--- src/rtl/hc2d_pkg.sv ---
// Types, constants and mod-26 helper functions for the 2x2 Hill decrypter.
package hc2d_pkg;

   localparam int unsigned LETTER_W = 5;
   localparam int unsigned CSR_ADDR_W = 4;
   localparam int unsigned CSR_DATA_W = 32;

   typedef logic [LETTER_W-1:0] letter_type;

   // Register indexes as seen in paddr[3:2].
   localparam logic [1:0] REG_TOP_LEFT     = 2'd0;
   localparam logic [1:0] REG_TOP_RIGHT    = 2'd1;
   localparam logic [1:0] REG_BOTTOM_LEFT  = 2'd2;
   localparam logic [1:0] REG_BOTTOM_RIGHT = 2'd3;

   localparam logic [4:0] LETTERS = 5'd26;

   typedef struct packed {
      letter_type top_left;
      letter_type top_right;
      letter_type bottom_left;
      letter_type bottom_right;
   } key_type;

   // Folds a raw 5-bit code (0..31) into 0..25.
   function automatic letter_type reduce_letter(input letter_type v);
      return (v >= LETTERS) ? letter_type'(v - LETTERS) : v;
   endfunction

   // Remainder by 26 of an 11-bit value. The quotient estimate
   // (v * 315) >> 13 is never high and at most one low, so a single
   // conditional subtract finishes the job.
   function automatic letter_type mod26(input logic [10:0] v);
      logic [19:0] prod;
      logic [10:0] q;
      logic [10:0] r;
      prod = 20'(v) * 20'd315;
      q    = {4'b0, prod[19:13]};
      r    = v - 11'(q * 11'd26);
      if (r >= 11'd26) begin
         r = r - 11'd26;
      end
      return r[4:0];
   endfunction

   // Multiplicative inverse modulo 26, or zero when there is none.
   function automatic letter_type inv26(input letter_type v);
      letter_type r;
      unique case (v)
         5'd1:    r = 5'd1;
         5'd3:    r = 5'd9;
         5'd5:    r = 5'd21;
         5'd7:    r = 5'd15;
         5'd9:    r = 5'd3;
         5'd11:   r = 5'd19;
         5'd15:   r = 5'd7;
         5'd17:   r = 5'd23;
         5'd19:   r = 5'd11;
         5'd21:   r = 5'd5;
         5'd23:   r = 5'd17;
         5'd25:   r = 5'd25;
         default: r = 5'd0;
      endcase
      return r;
   endfunction

   // Additive inverse modulo 26 of a value already in 0..25.
   function automatic letter_type neg26(input letter_type v);
      return (v == 5'd0) ? 5'd0 : letter_type'(LETTERS - v);
   endfunction

endpackage

--- src/rtl/hc2d_core.sv ---
// Seven-stage decryption pipeline: determinant, inverse key and matrix product mod 26.
module hc2d_core (
   input  logic                clock,
   input  logic                reset,
   input  logic                in_valid,
   input  hc2d_pkg::letter_type in_first,
   input  hc2d_pkg::letter_type in_second,
   input  hc2d_pkg::key_type    key,
   output logic                out_valid,
   output hc2d_pkg::letter_type out_first,
   output hc2d_pkg::letter_type out_second,
   output logic                out_invalid
);
   import hc2d_pkg::*;

   // Stage 1: reduced operands and determinant products.
   logic       s1_valid_ff, s1_valid_in;
   letter_type s1_x_ff, s1_y_ff, s1_a_ff, s1_b_ff, s1_c_ff, s1_d_ff;
   letter_type s1_x_in, s1_y_in, s1_a_in, s1_b_in, s1_c_in, s1_d_in;
   logic [9:0] s1_ad_ff, s1_bc_ff, s1_ad_in, s1_bc_in;

   // Stage 2: products reduced.
   logic       s2_valid_ff;
   letter_type s2_x_ff, s2_y_ff, s2_a_ff, s2_b_ff, s2_c_ff, s2_d_ff;
   letter_type s2_ad_ff, s2_bc_ff, s2_ad_in, s2_bc_in;

   // Stage 3: determinant inverse and negated off-diagonals.
   logic       s3_valid_ff;
   letter_type s3_x_ff, s3_y_ff, s3_a_ff, s3_d_ff, s3_nb_ff, s3_nc_ff, s3_inv_ff;
   letter_type s3_nb_in, s3_nc_in, s3_inv_in, s3_det;
   logic [5:0] s3_diff;

   // Stage 4: unreduced inverse-key products.
   logic       s4_valid_ff, s4_bad_ff;
   letter_type s4_x_ff, s4_y_ff;
   logic [9:0] s4_p00_ff, s4_p01_ff, s4_p10_ff, s4_p11_ff;

   // Stage 5: inverse key entries.
   logic       s5_valid_ff, s5_bad_ff;
   letter_type s5_x_ff, s5_y_ff, s5_m00_ff, s5_m01_ff, s5_m10_ff, s5_m11_ff;

   // Stage 6: unreduced dot products.
   logic        s6_valid_ff, s6_bad_ff;
   logic [10:0] s6_sum0_ff, s6_sum1_ff, s6_sum0_in, s6_sum1_in;

   // Output register.
   logic       out_valid_ff, out_invalid_ff;
   letter_type out_first_ff, out_second_ff, out_first_in, out_second_in;

   assign s1_valid_in = in_valid;
   assign s1_x_in  = reduce_letter(in_first);
   assign s1_y_in  = reduce_letter(in_second);
   assign s1_a_in  = reduce_letter(key.top_left);
   assign s1_b_in  = reduce_letter(key.top_right);
   assign s1_c_in  = reduce_letter(key.bottom_left);
   assign s1_d_in  = reduce_letter(key.bottom_right);
   assign s1_ad_in = 10'(s1_a_in) * 10'(s1_d_in);
   assign s1_bc_in = 10'(s1_b_in) * 10'(s1_c_in);

   assign s2_ad_in = mod26({1'b0, s1_ad_ff});
   assign s2_bc_in = mod26({1'b0, s1_bc_ff});

   always_comb begin
      s3_diff = 6'(s2_ad_ff) - 6'(s2_bc_ff);
      if (s2_ad_ff < s2_bc_ff) begin
         s3_diff = s3_diff + 6'(LETTERS);
      end
      s3_det = s3_diff[4:0];
   end
   assign s3_inv_in = inv26(s3_det);
   assign s3_nb_in  = neg26(s2_b_ff);
   assign s3_nc_in  = neg26(s2_c_ff);

   assign s6_sum0_in = 11'(10'(s5_m00_ff) * 10'(s5_x_ff)) + 11'(10'(s5_m01_ff) * 10'(s5_y_ff));
   assign s6_sum1_in = 11'(10'(s5_m10_ff) * 10'(s5_x_ff)) + 11'(10'(s5_m11_ff) * 10'(s5_y_ff));

   // An invalid key forces both letters to zero.
   assign out_first_in  = s6_bad_ff ? 5'd0 : mod26(s6_sum0_ff);
   assign out_second_in = s6_bad_ff ? 5'd0 : mod26(s6_sum1_ff);

   always_ff @(posedge clock) begin
      if (reset) begin
         s1_valid_ff  <= 1'b0;
         s2_valid_ff  <= 1'b0;
         s3_valid_ff  <= 1'b0;
         s4_valid_ff  <= 1'b0;
         s5_valid_ff  <= 1'b0;
         s6_valid_ff  <= 1'b0;
         out_valid_ff <= 1'b0;
      end else begin
         s1_valid_ff  <= s1_valid_in;
         s2_valid_ff  <= s1_valid_ff;
         s3_valid_ff  <= s2_valid_ff;
         s4_valid_ff  <= s3_valid_ff;
         s5_valid_ff  <= s4_valid_ff;
         s6_valid_ff  <= s5_valid_ff;
         out_valid_ff <= s6_valid_ff;
      end
   end

   always_ff @(posedge clock) begin
      s1_x_ff  <= s1_x_in;
      s1_y_ff  <= s1_y_in;
      s1_a_ff  <= s1_a_in;
      s1_b_ff  <= s1_b_in;
      s1_c_ff  <= s1_c_in;
      s1_d_ff  <= s1_d_in;
      s1_ad_ff <= s1_ad_in;
      s1_bc_ff <= s1_bc_in;

      s2_x_ff  <= s1_x_ff;
      s2_y_ff  <= s1_y_ff;
      s2_a_ff  <= s1_a_ff;
      s2_b_ff  <= s1_b_ff;
      s2_c_ff  <= s1_c_ff;
      s2_d_ff  <= s1_d_ff;
      s2_ad_ff <= s2_ad_in;
      s2_bc_ff <= s2_bc_in;

      s3_x_ff   <= s2_x_ff;
      s3_y_ff   <= s2_y_ff;
      s3_a_ff   <= s2_a_ff;
      s3_d_ff   <= s2_d_ff;
      s3_nb_ff  <= s3_nb_in;
      s3_nc_ff  <= s3_nc_in;
      s3_inv_ff <= s3_inv_in;

      s4_x_ff   <= s3_x_ff;
      s4_y_ff   <= s3_y_ff;
      s4_bad_ff <= (s3_inv_ff == 5'd0);
      s4_p00_ff <= 10'(s3_d_ff) * 10'(s3_inv_ff);
      s4_p01_ff <= 10'(s3_nb_ff) * 10'(s3_inv_ff);
      s4_p10_ff <= 10'(s3_nc_ff) * 10'(s3_inv_ff);
      s4_p11_ff <= 10'(s3_a_ff) * 10'(s3_inv_ff);

      s5_x_ff   <= s4_x_ff;
      s5_y_ff   <= s4_y_ff;
      s5_bad_ff <= s4_bad_ff;
      s5_m00_ff <= mod26({1'b0, s4_p00_ff});
      s5_m01_ff <= mod26({1'b0, s4_p01_ff});
      s5_m10_ff <= mod26({1'b0, s4_p10_ff});
      s5_m11_ff <= mod26({1'b0, s4_p11_ff});

      s6_bad_ff  <= s5_bad_ff;
      s6_sum0_ff <= s6_sum0_in;
      s6_sum1_ff <= s6_sum1_in;

      out_invalid_ff <= s6_bad_ff;
      out_first_ff   <= out_first_in;
      out_second_ff  <= out_second_in;
   end

   assign out_valid   = out_valid_ff;
   assign out_first   = out_first_ff;
   assign out_second  = out_second_ff;
   assign out_invalid = out_invalid_ff;

endmodule

--- src/rtl/hill_cipher_2x2_decrypt_top.sv ---
// Top level of the 2x2 Hill cipher decrypter: key registers, APB port and pipeline.
//
// This block decrypts pairs of ciphertext letters (A=0 .. Z=25) with a 2x2 Hill key held in
// four registers on the APB port (top left, top right, bottom left, bottom right at byte
// addresses 0, 4, 8 and 12; reset loads the identity key). A word is taken whenever start
// is high and busy is low. busy never rises, so a new pair can be taken in every cycle.
// Each pair produces exactly one result word, registered at the end of the pipeline, shown for a
// single cycle with rsp_valid high; the receiver cannot stall, and results leave in the
// order the pairs arrived. The pipeline registers hold, in order: operand reduction and
// determinant products, their reduction mod 26, the modular inverse of the determinant,
// the inverse-key products, their reduction, the letter dot products, and the final
// reduction into the output register. Letter or key codes 26..31 are folded mod 26.
// When the key determinant has no inverse mod 26, rsp_key_invalid is set and both letters
// are zero. Write the key only while no pairs are in flight.
module hill_cipher_2x2_decrypt_top (
   input  logic                              clock,
   input  logic                              reset,

   input  logic                              start,
   output logic                              busy,
   input  hc2d_pkg::letter_type              req_first_letter,
   input  hc2d_pkg::letter_type              req_second_letter,

   output logic                              rsp_valid,
   output hc2d_pkg::letter_type              rsp_first_plain,
   output hc2d_pkg::letter_type              rsp_second_plain,
   output logic                              rsp_key_invalid,

   input  logic                              psel,
   input  logic                              penable,
   input  logic                              pwrite,
   input  logic [hc2d_pkg::CSR_ADDR_W-1:0]   paddr,
   input  logic [hc2d_pkg::CSR_DATA_W-1:0]   pwdata,
   output logic [hc2d_pkg::CSR_DATA_W-1:0]   prdata,
   output logic                              pready
);
   import hc2d_pkg::*;

   key_type    key_ff;
   key_type    key_in;
   logic       csr_write;
   logic [1:0] csr_index;
   letter_type csr_value;
   letter_type csr_read_value;
   logic       accept;

   // The pipeline never stalls, so the block is always ready.
   assign busy   = 1'b0;
   assign accept = start & ~busy;
   assign pready = 1'b1;

   assign csr_write = psel & penable & pwrite & pready;
   assign csr_index = paddr[3:2];
   assign csr_value = pwdata[LETTER_W-1:0];

   // Key register update; only the low five bits of the data are kept.
   always_comb begin
      key_in = key_ff;
      if (csr_write) begin
         unique case (csr_index)
            REG_TOP_LEFT:     key_in.top_left     = csr_value;
            REG_TOP_RIGHT:    key_in.top_right    = csr_value;
            REG_BOTTOM_LEFT:  key_in.bottom_left  = csr_value;
            REG_BOTTOM_RIGHT: key_in.bottom_right = csr_value;
            default:          key_in = key_ff;
         endcase
      end
   end

   always_ff @(posedge clock) begin
      if (reset) begin
         key_ff.top_left     <= 5'd1;
         key_ff.top_right    <= 5'd0;
         key_ff.bottom_left  <= 5'd0;
         key_ff.bottom_right <= 5'd1;
      end else begin
         key_ff <= key_in;
      end
   end

   // Read data is a plain mux of the key registers.
   always_comb begin
      unique case (csr_index)
         REG_TOP_LEFT:     csr_read_value = key_ff.top_left;
         REG_TOP_RIGHT:    csr_read_value = key_ff.top_right;
         REG_BOTTOM_LEFT:  csr_read_value = key_ff.bottom_left;
         REG_BOTTOM_RIGHT: csr_read_value = key_ff.bottom_right;
         default:          csr_read_value = 5'd0;
      endcase
   end
   assign prdata = CSR_DATA_W'(csr_read_value);

   hc2d_core u_core (
      .clock       (clock),
      .reset       (reset),
      .in_valid    (accept),
      .in_first    (req_first_letter),
      .in_second   (req_second_letter),
      .key         (key_ff),
      .out_valid   (rsp_valid),
      .out_first   (rsp_first_plain),
      .out_second  (rsp_second_plain),
      .out_invalid (rsp_key_invalid)
   );

endmodule
--- config.mk ---
export PLATFORM = sky130hd
export DESIGN_NAME = hill_cipher_2x2_decrypt_top
export DESIGN_NICKNAME = d
export VERILOG_FILES = /design/src/rtl/hc2d_pkg.sv /design/src/rtl/hc2d_core.sv /design/src/rtl/hill_cipher_2x2_decrypt_top.sv
export SDC_FILE = /design/constraint.sdc
export NUM_CORES = 1
export LEC_CHECK = 0
export BUFFER_PORTS_ARGS = -buffer_cell sky130_fd_sc_hd__buf_2
export CAP_MARGIN = 30
export CELL_PAD_IN_SITES_DETAIL_PLACEMENT = 0
export CELL_PAD_IN_SITES_GLOBAL_PLACEMENT = 1
export CORE_ASPECT_RATIO = 0.9
export CORE_UTILIZATION = 45
export CTS_BUF_LIST = sky130_fd_sc_hd__clkbuf_8 sky130_fd_sc_hd__clkbuf_16
export DETAILED_ROUTE_END_ITERATION = 8
export PLACE_DENSITY = 0.8
export SLEW_MARGIN = 30
export SYNTH_ARGS = -nofsm -noshare
export SYNTH_HDL_FRONTEND = slang
export SYNTH_SLANG_ARGS = --single-unit
--- constraint.sdc ---
create_clock -name clock -period 8.35 [get_ports clock]
set_input_delay 0 -clock clock [delete_from_list [all_inputs] [get_ports clock]]
set_output_delay 0 -clock clock [all_outputs]
set_load 0.01 [all_outputs]
* After elaboration in Yosys (flattened, before gate mapping)
Memory sizes are Yosys's and may differ from the RTL's. A register that Yosys moved wholly into a read port is not among the register bits. Index checks and enable logic that the tools add are counted.
Storage, ports and cells: memories 1, bits of input ports 52, bits in registers 263, memory bits (read-only) 160
Memories:
- (no name shown) | depth 32, width 5, rd ports 1, clocked after memory_dff 1, write ports 0, line hc2d_pkg.sv:49 | unique case (v)
Operators by class: bitwise gates (word level) 2, equality and inequality tests 3, $mul 26, multiplexer cells 16, reductions and logical operators 8, order comparisons 15, add/sub/neg operators 28
Operator list (number):
- 10-bit by 9-bit multiplier with 19-bit output (second input constant) | 6
- 5-bit by 5-bit multiplier with 10-bit output | 10
- 11-bit by 5-bit >= comparator with 1-bit output (second input constant) | 8
- 5-bit 2-to-1 mux | 15
- 5-bit subtractor (second input constant) | 14
- 10-bit by 11-bit subtractor with 11-bit output | 6
- 6-bit by 4-bit multiplier with 10-bit output (second input constant) | 6
- 11-bit by 9-bit multiplier with 20-bit output (second input constant) | 2
- 5-bit >= comparator (second input constant) | 6
- 10-bit by 10-bit adder with 11-bit output | 2
- 11-bit subtractor | 2
- 7-bit by 4-bit multiplier with 10-bit output (second input constant) | 2
- 5-bit case mux with 4 select lines | 1
- 5-bit zero test | 3
- 5-bit subtractor (first input constant) | 2
- 2-bit AND reduction | 4
- 5-bit adder (second input constant) | 1
- 5-bit less-than comparator | 1
- 5-bit subtractor | 1
- 2-bit equality test (second input constant) | 2
- 1-bit AND | 2
- 2-bit by 1-bit equality test with 1-bit output (second input constant) | 1
- 2-bit zero test | 1

* Logic depth before layout (Yosys ltp)
depth in word-level cells 5, gate-level depth with buffers 34, depth with buffers taken out 34

* Modules after synthesis
From an unflattened synthesis, not the netlist that was laid out.
Unflattened totals: cell total of the unflattened synthesis 3778, area, all modules 35104.9 sq um
By module, submodules not included:
- hc2d_core | area each 33946.3 sq um, instances 1, seq. area each 4964.8 sq um, cells each 3665
- hill_cipher_2x2_decrypt_top | area each 1158.6 sq um, instances 1, seq. area each 400.4 sq um, cells each 113

* Worst setup path before layout
Ideal clock, no wire load.
path type register -> register, from register u_core.s6_sum1_ff[6], to register u_core.out_second_ff[4], in the netlist u_core.out_second[4], cell stages (with the launch flop) 33, period minus slack after synthesis 7454 ps, setup time 71 ps, buffers on the path 0, data required time 8279 ps, path slack 896 ps, arrival time 7383 ps, cell sequence dfxtp_1 inv_1 fa_1 inv_1 ha_1 fa_1 inv_1 fa_1 inv_1 ha_1 and3_1 a221o_1 a221oi_2 inv_1 a21oi_1 xnor2_1 ha_1 inv_1 fa_1 inv_1 ha_1 a21o_1 a21oi_1 o21bai_1 a21oi_1 xor2_1 ha_1 a21o_1 a41o_1 a21oi_1 nor4b_4 or3_1 a21oi_1
On the way: cells in the longest elaborated chain, start to end 5
Ends and longest elaborated chain:
- start, declared | line hc2d_core.sv:44 | logic [10:0] s6_sum0_ff, s6_sum1_ff, s6_sum0_in, s6_sum1_in;
- start signal, assigned | line hc2d_core.sv:146 | s6_sum1_ff <= s6_sum1_in;
- 11-bit by 9-bit multiplier with 20-bit output | line hc2d_pkg.sv:37 | prod = 20'(v) * 20'd315;
- 7-bit by 4-bit multiplier with 10-bit output | line hc2d_pkg.sv:39 | r = v - 11'(q * 11'd26);
- 11-bit subtractor (*) | line hc2d_pkg.sv:39
- 11-bit by 5-bit >= comparator with 1-bit output / 5-bit subtractor (equally long branches) | line hc2d_pkg.sv:40, hc2d_pkg.sv:41
- 5-bit 2-to-1 mux (*) | line hc2d_pkg.sv:40 | if (r >= 11'd26) begin
- end signal, assigned | line hc2d_core.sv:150 | out_second_ff <= out_second_in;
- end, declared | line hc2d_core.sv:48 | letter_type out_first_ff, out_second_ff, out_first_in, out_second_in;
Mark *: on every way between the ends. The rest lies on a longest branch, timed or not. A chain may end at the register's enable or synchronous reset.

* Final worst setup path
from register u_core.s6_sum0_ff[8], to register u_core.out_first_ff[4], in the netlist u_core.out_first[4]
On the way: cells in the longest elaborated chain, start to end 5
Ends and longest elaborated chain:
- start, declared | line hc2d_core.sv:44
- start signal, assigned | line hc2d_core.sv:145 | s6_sum0_ff <= s6_sum0_in;
- 11-bit by 9-bit multiplier with 20-bit output | line hc2d_pkg.sv:37
- 7-bit by 4-bit multiplier with 10-bit output | line hc2d_pkg.sv:39
- 11-bit subtractor (*) | line hc2d_pkg.sv:39
- 11-bit by 5-bit >= comparator with 1-bit output / 5-bit subtractor (equally long branches) | line hc2d_pkg.sv:40, hc2d_pkg.sv:41
- 5-bit 2-to-1 mux (*) | line hc2d_pkg.sv:40
- end signal, assigned | line hc2d_core.sv:149 | out_first_ff <= out_first_in;
- end, declared | line hc2d_core.sv:48
Marked as above.

==> qor.yml <==
outcome: "finished, violations left"
violations: "hold timing"
arrival_ns: 8.42
yosys_warnings: 0
critical_path_buf_inv_count: 6
die_w_um: 296
firstDrtPassIters: 7
slew_violations: 0
synth-async-reset-ratio_pct: 0
layout.cells.non_filler: 4862
dp_cells: 4770
coreArea_sq_um: 76500
synth_area_sq_um: 34900
start_util_pct: 45.6
critPathMaxStageDelay_ns: 0.52
boundaryPins: 98
antenna_left: 0
grt_max_degree: 28
grt_pass1_vias: 23750
globalRouteTotalUtil_pct: 16.0
worstPathMaxFanout: 7
syn_area_per_cell_sq_um: 9.43
max_slew_margin_pct: 42.9
cp-end-kind: "flip-flop"
setup_viol: 0
cap_violations: 0
clkTransAtPathRegs_ns: 0.07
fin_worst_skew_ns: 0.0226
clock-sinks: 268
crit_path_start_kind: "flip-flop"
htreeDepth: 1
post_drt_wl_per_cell_um: 12.3
viasPerCell: 4.79
tightestPinTransition_ns: 0.849
hold_path_class: "primary input to flip-flop"
synth_top_area_share_pct: 26.6
synth-edff-count: 0
slowest_stage: "fa_1"
antenna_found_initial: 0
synth_commonest_cells: "inv_1, ha_1, fa_1"
rows: 96
hold_viol_final: 4
synth-seq-cells: 268
grt_overflow_total: 0
timing.hold.ws_ns: -0.00712
globalplace.congestion: 0.792
seq_area_frac_synth_pct: 15.4
synth_top_flop_cell: "dfxtp_1"
synth_area_leaders: "ha_1, fa_1, dfxtp_1"
vias: 23306
totalWireLength_um: 59800
design.die.area_sq_um: 78700
cts_root_buffer: "clkbuf_16"
worstPathRequired_ns: 8.85
nets: 4987
clock_tree.buffer_depth: 3
finalCriticalPeriod_ns: 7.92
fillers: 7213
hpwl_um: 50700
fin_crit_sh_pct: 94.8
area_growth_pct: 8.38
cp_top_family: "adder cells"
synthCells: 3701
area.sequential_sq_um: 5380
utilization_pct: 49.5
drcViolationCount: 0
max_freq_mhz: 126
drive_gt1_share_pct: 5.01
clk-insertion-delay-late_ns: 0.59
worstSetupPathType: "flip-flop to flip-flop"
port_buffers: 39
yosys.area.top_type: "ha_1"
synth_cell_type_count: 80
die_y_um: 266
synth.most_common_cell: "inv_1"
cts_tree: "done"
cts_inserted_buffers: 30
crit_top_cell: "inv_1"
drtIter0Drc: 721
antenna_cells: 0
grt_pass1_wl_um: 107000
multi_input_area_sq_um: 26100
==> layout make-up <==
type                       count  area share (%)
clock buffer                  31            2.02
clock inverter                24           0.608
inverter                     876            8.69
multi-input combinational   2529            69.0
sequential                   268            14.2
tap                         1029            3.40
timing repair buffer         105            2.06
==> registers in the layout, summed over array words and instances, names as in the netlist, 10 cells and up <==
signal,cells
u_core.s1_ad_ff,10
u_core.s4_p00_ff,10
u_core.s6_sum0_ff,11
u_core.s4_p11_ff,10
u_core.s4_p01_ff,10
u_core.s1_bc_ff,10
u_core.s4_p10_ff,10
u_core.s6_sum1_ff,11
key_ff,20
==> worst reg2reg max path: cells and delay by family, from the launching register on <==
family,cells,cell delay (ns)
adder cells (fa/ha/maj),8,3.18
AO/OA/AOI/OAI,9,2.26
AND/OR/NAND/NOR,7,1.35
buffers and inverters,6,0.46
flip-flops,1,0.43
XOR/XNOR,1,0.18
==> placed cells by master (no fill, tap or decap), types with 29 or more instances in the layout <==
| cell | count |
|---|---|
| nor2_1 | 109 |
| a21o_1 | 46 |
| conb_1 | 29 |
| o21bai_1 | 37 |
| xor2_1 | 78 |
| xnor2_1 | 132 |
| and2_1 | 145 |
| buf_2 | 39 |
| nand2_1 | 158 |
| ha_1 | 742 |
| fa_1 | 383 |
| nor3_1 | 29 |
| buf_4 | 30 |
| dlygate4sd3_1 | 36 |
| clkbuf_16 | 30 |
| o21a_1 | 39 |
| o21ai_0 | 86 |
| inv_1 | 877 |
| a21oi_1 | 136 |
| nor2b_1 | 50 |
| dfxtp_1 | 258 |
==> path summary, 6_finish.rpt <==
kind	from	to	slack, ns	cells past startpoint
setup reg to reg	u_core.s6_sum0_ff[8]	u_core.out_first[4]	0.43	31
hold reg to reg	u_core.s4_y_ff[0]	u_core.s5_y_ff[0]	0.32	0
hold / removal	paddr[2]	key_ff[16]	-0.007	4
setup / recovery	u_core.s6_sum0_ff[8]	u_core.out_first[4]	0.43	31
==> per-layer routing <==
metal	part of all wire (%)	GRT usage (%)	up-vias
li1	-	-	12114
met1	51	22.2	10952
met2	46	27.3	191
met3	2.5	1.84	49
met4	1.2	2.23	0
met5	0	0	-
==> logic make-up after synthesis <==
kind of cell             share of synthesized area [%]
multiplexers                                      1.10
flip-flops                                        15.4
AO/OA/AOI/OAI                                     9.65
other                                           0.0215
AND/OR/NAND/NOR                                   9.60
XOR/XNOR                                          5.38
adder cells (fa/ha/maj)                           48.6
buffers and inverters                             10.3
==> stage by stage <==
stage	setup slack (ns)	area (sq um)	setup TNS [ns]
after global placement	0.377	36400	0
after CTS	0.241	37800	0
after detailed placement	0.235	36400	0
after floorplan	0.896	35000	0
after global routing	-0.00875	37800	-0.0147
final	0.433	37800	0
==> what timing repair did <==
action	CTS	global route
hold buffers	36	0
setup endpoints to repair	0	23
gates resized for setup	0	22
hold endpoints to repair	37	0
setup buffers	0	1
Power is left out: the tool's default activity adds up to more than one toggle a clock period on the data nets, which glitch-free logic cannot reach.
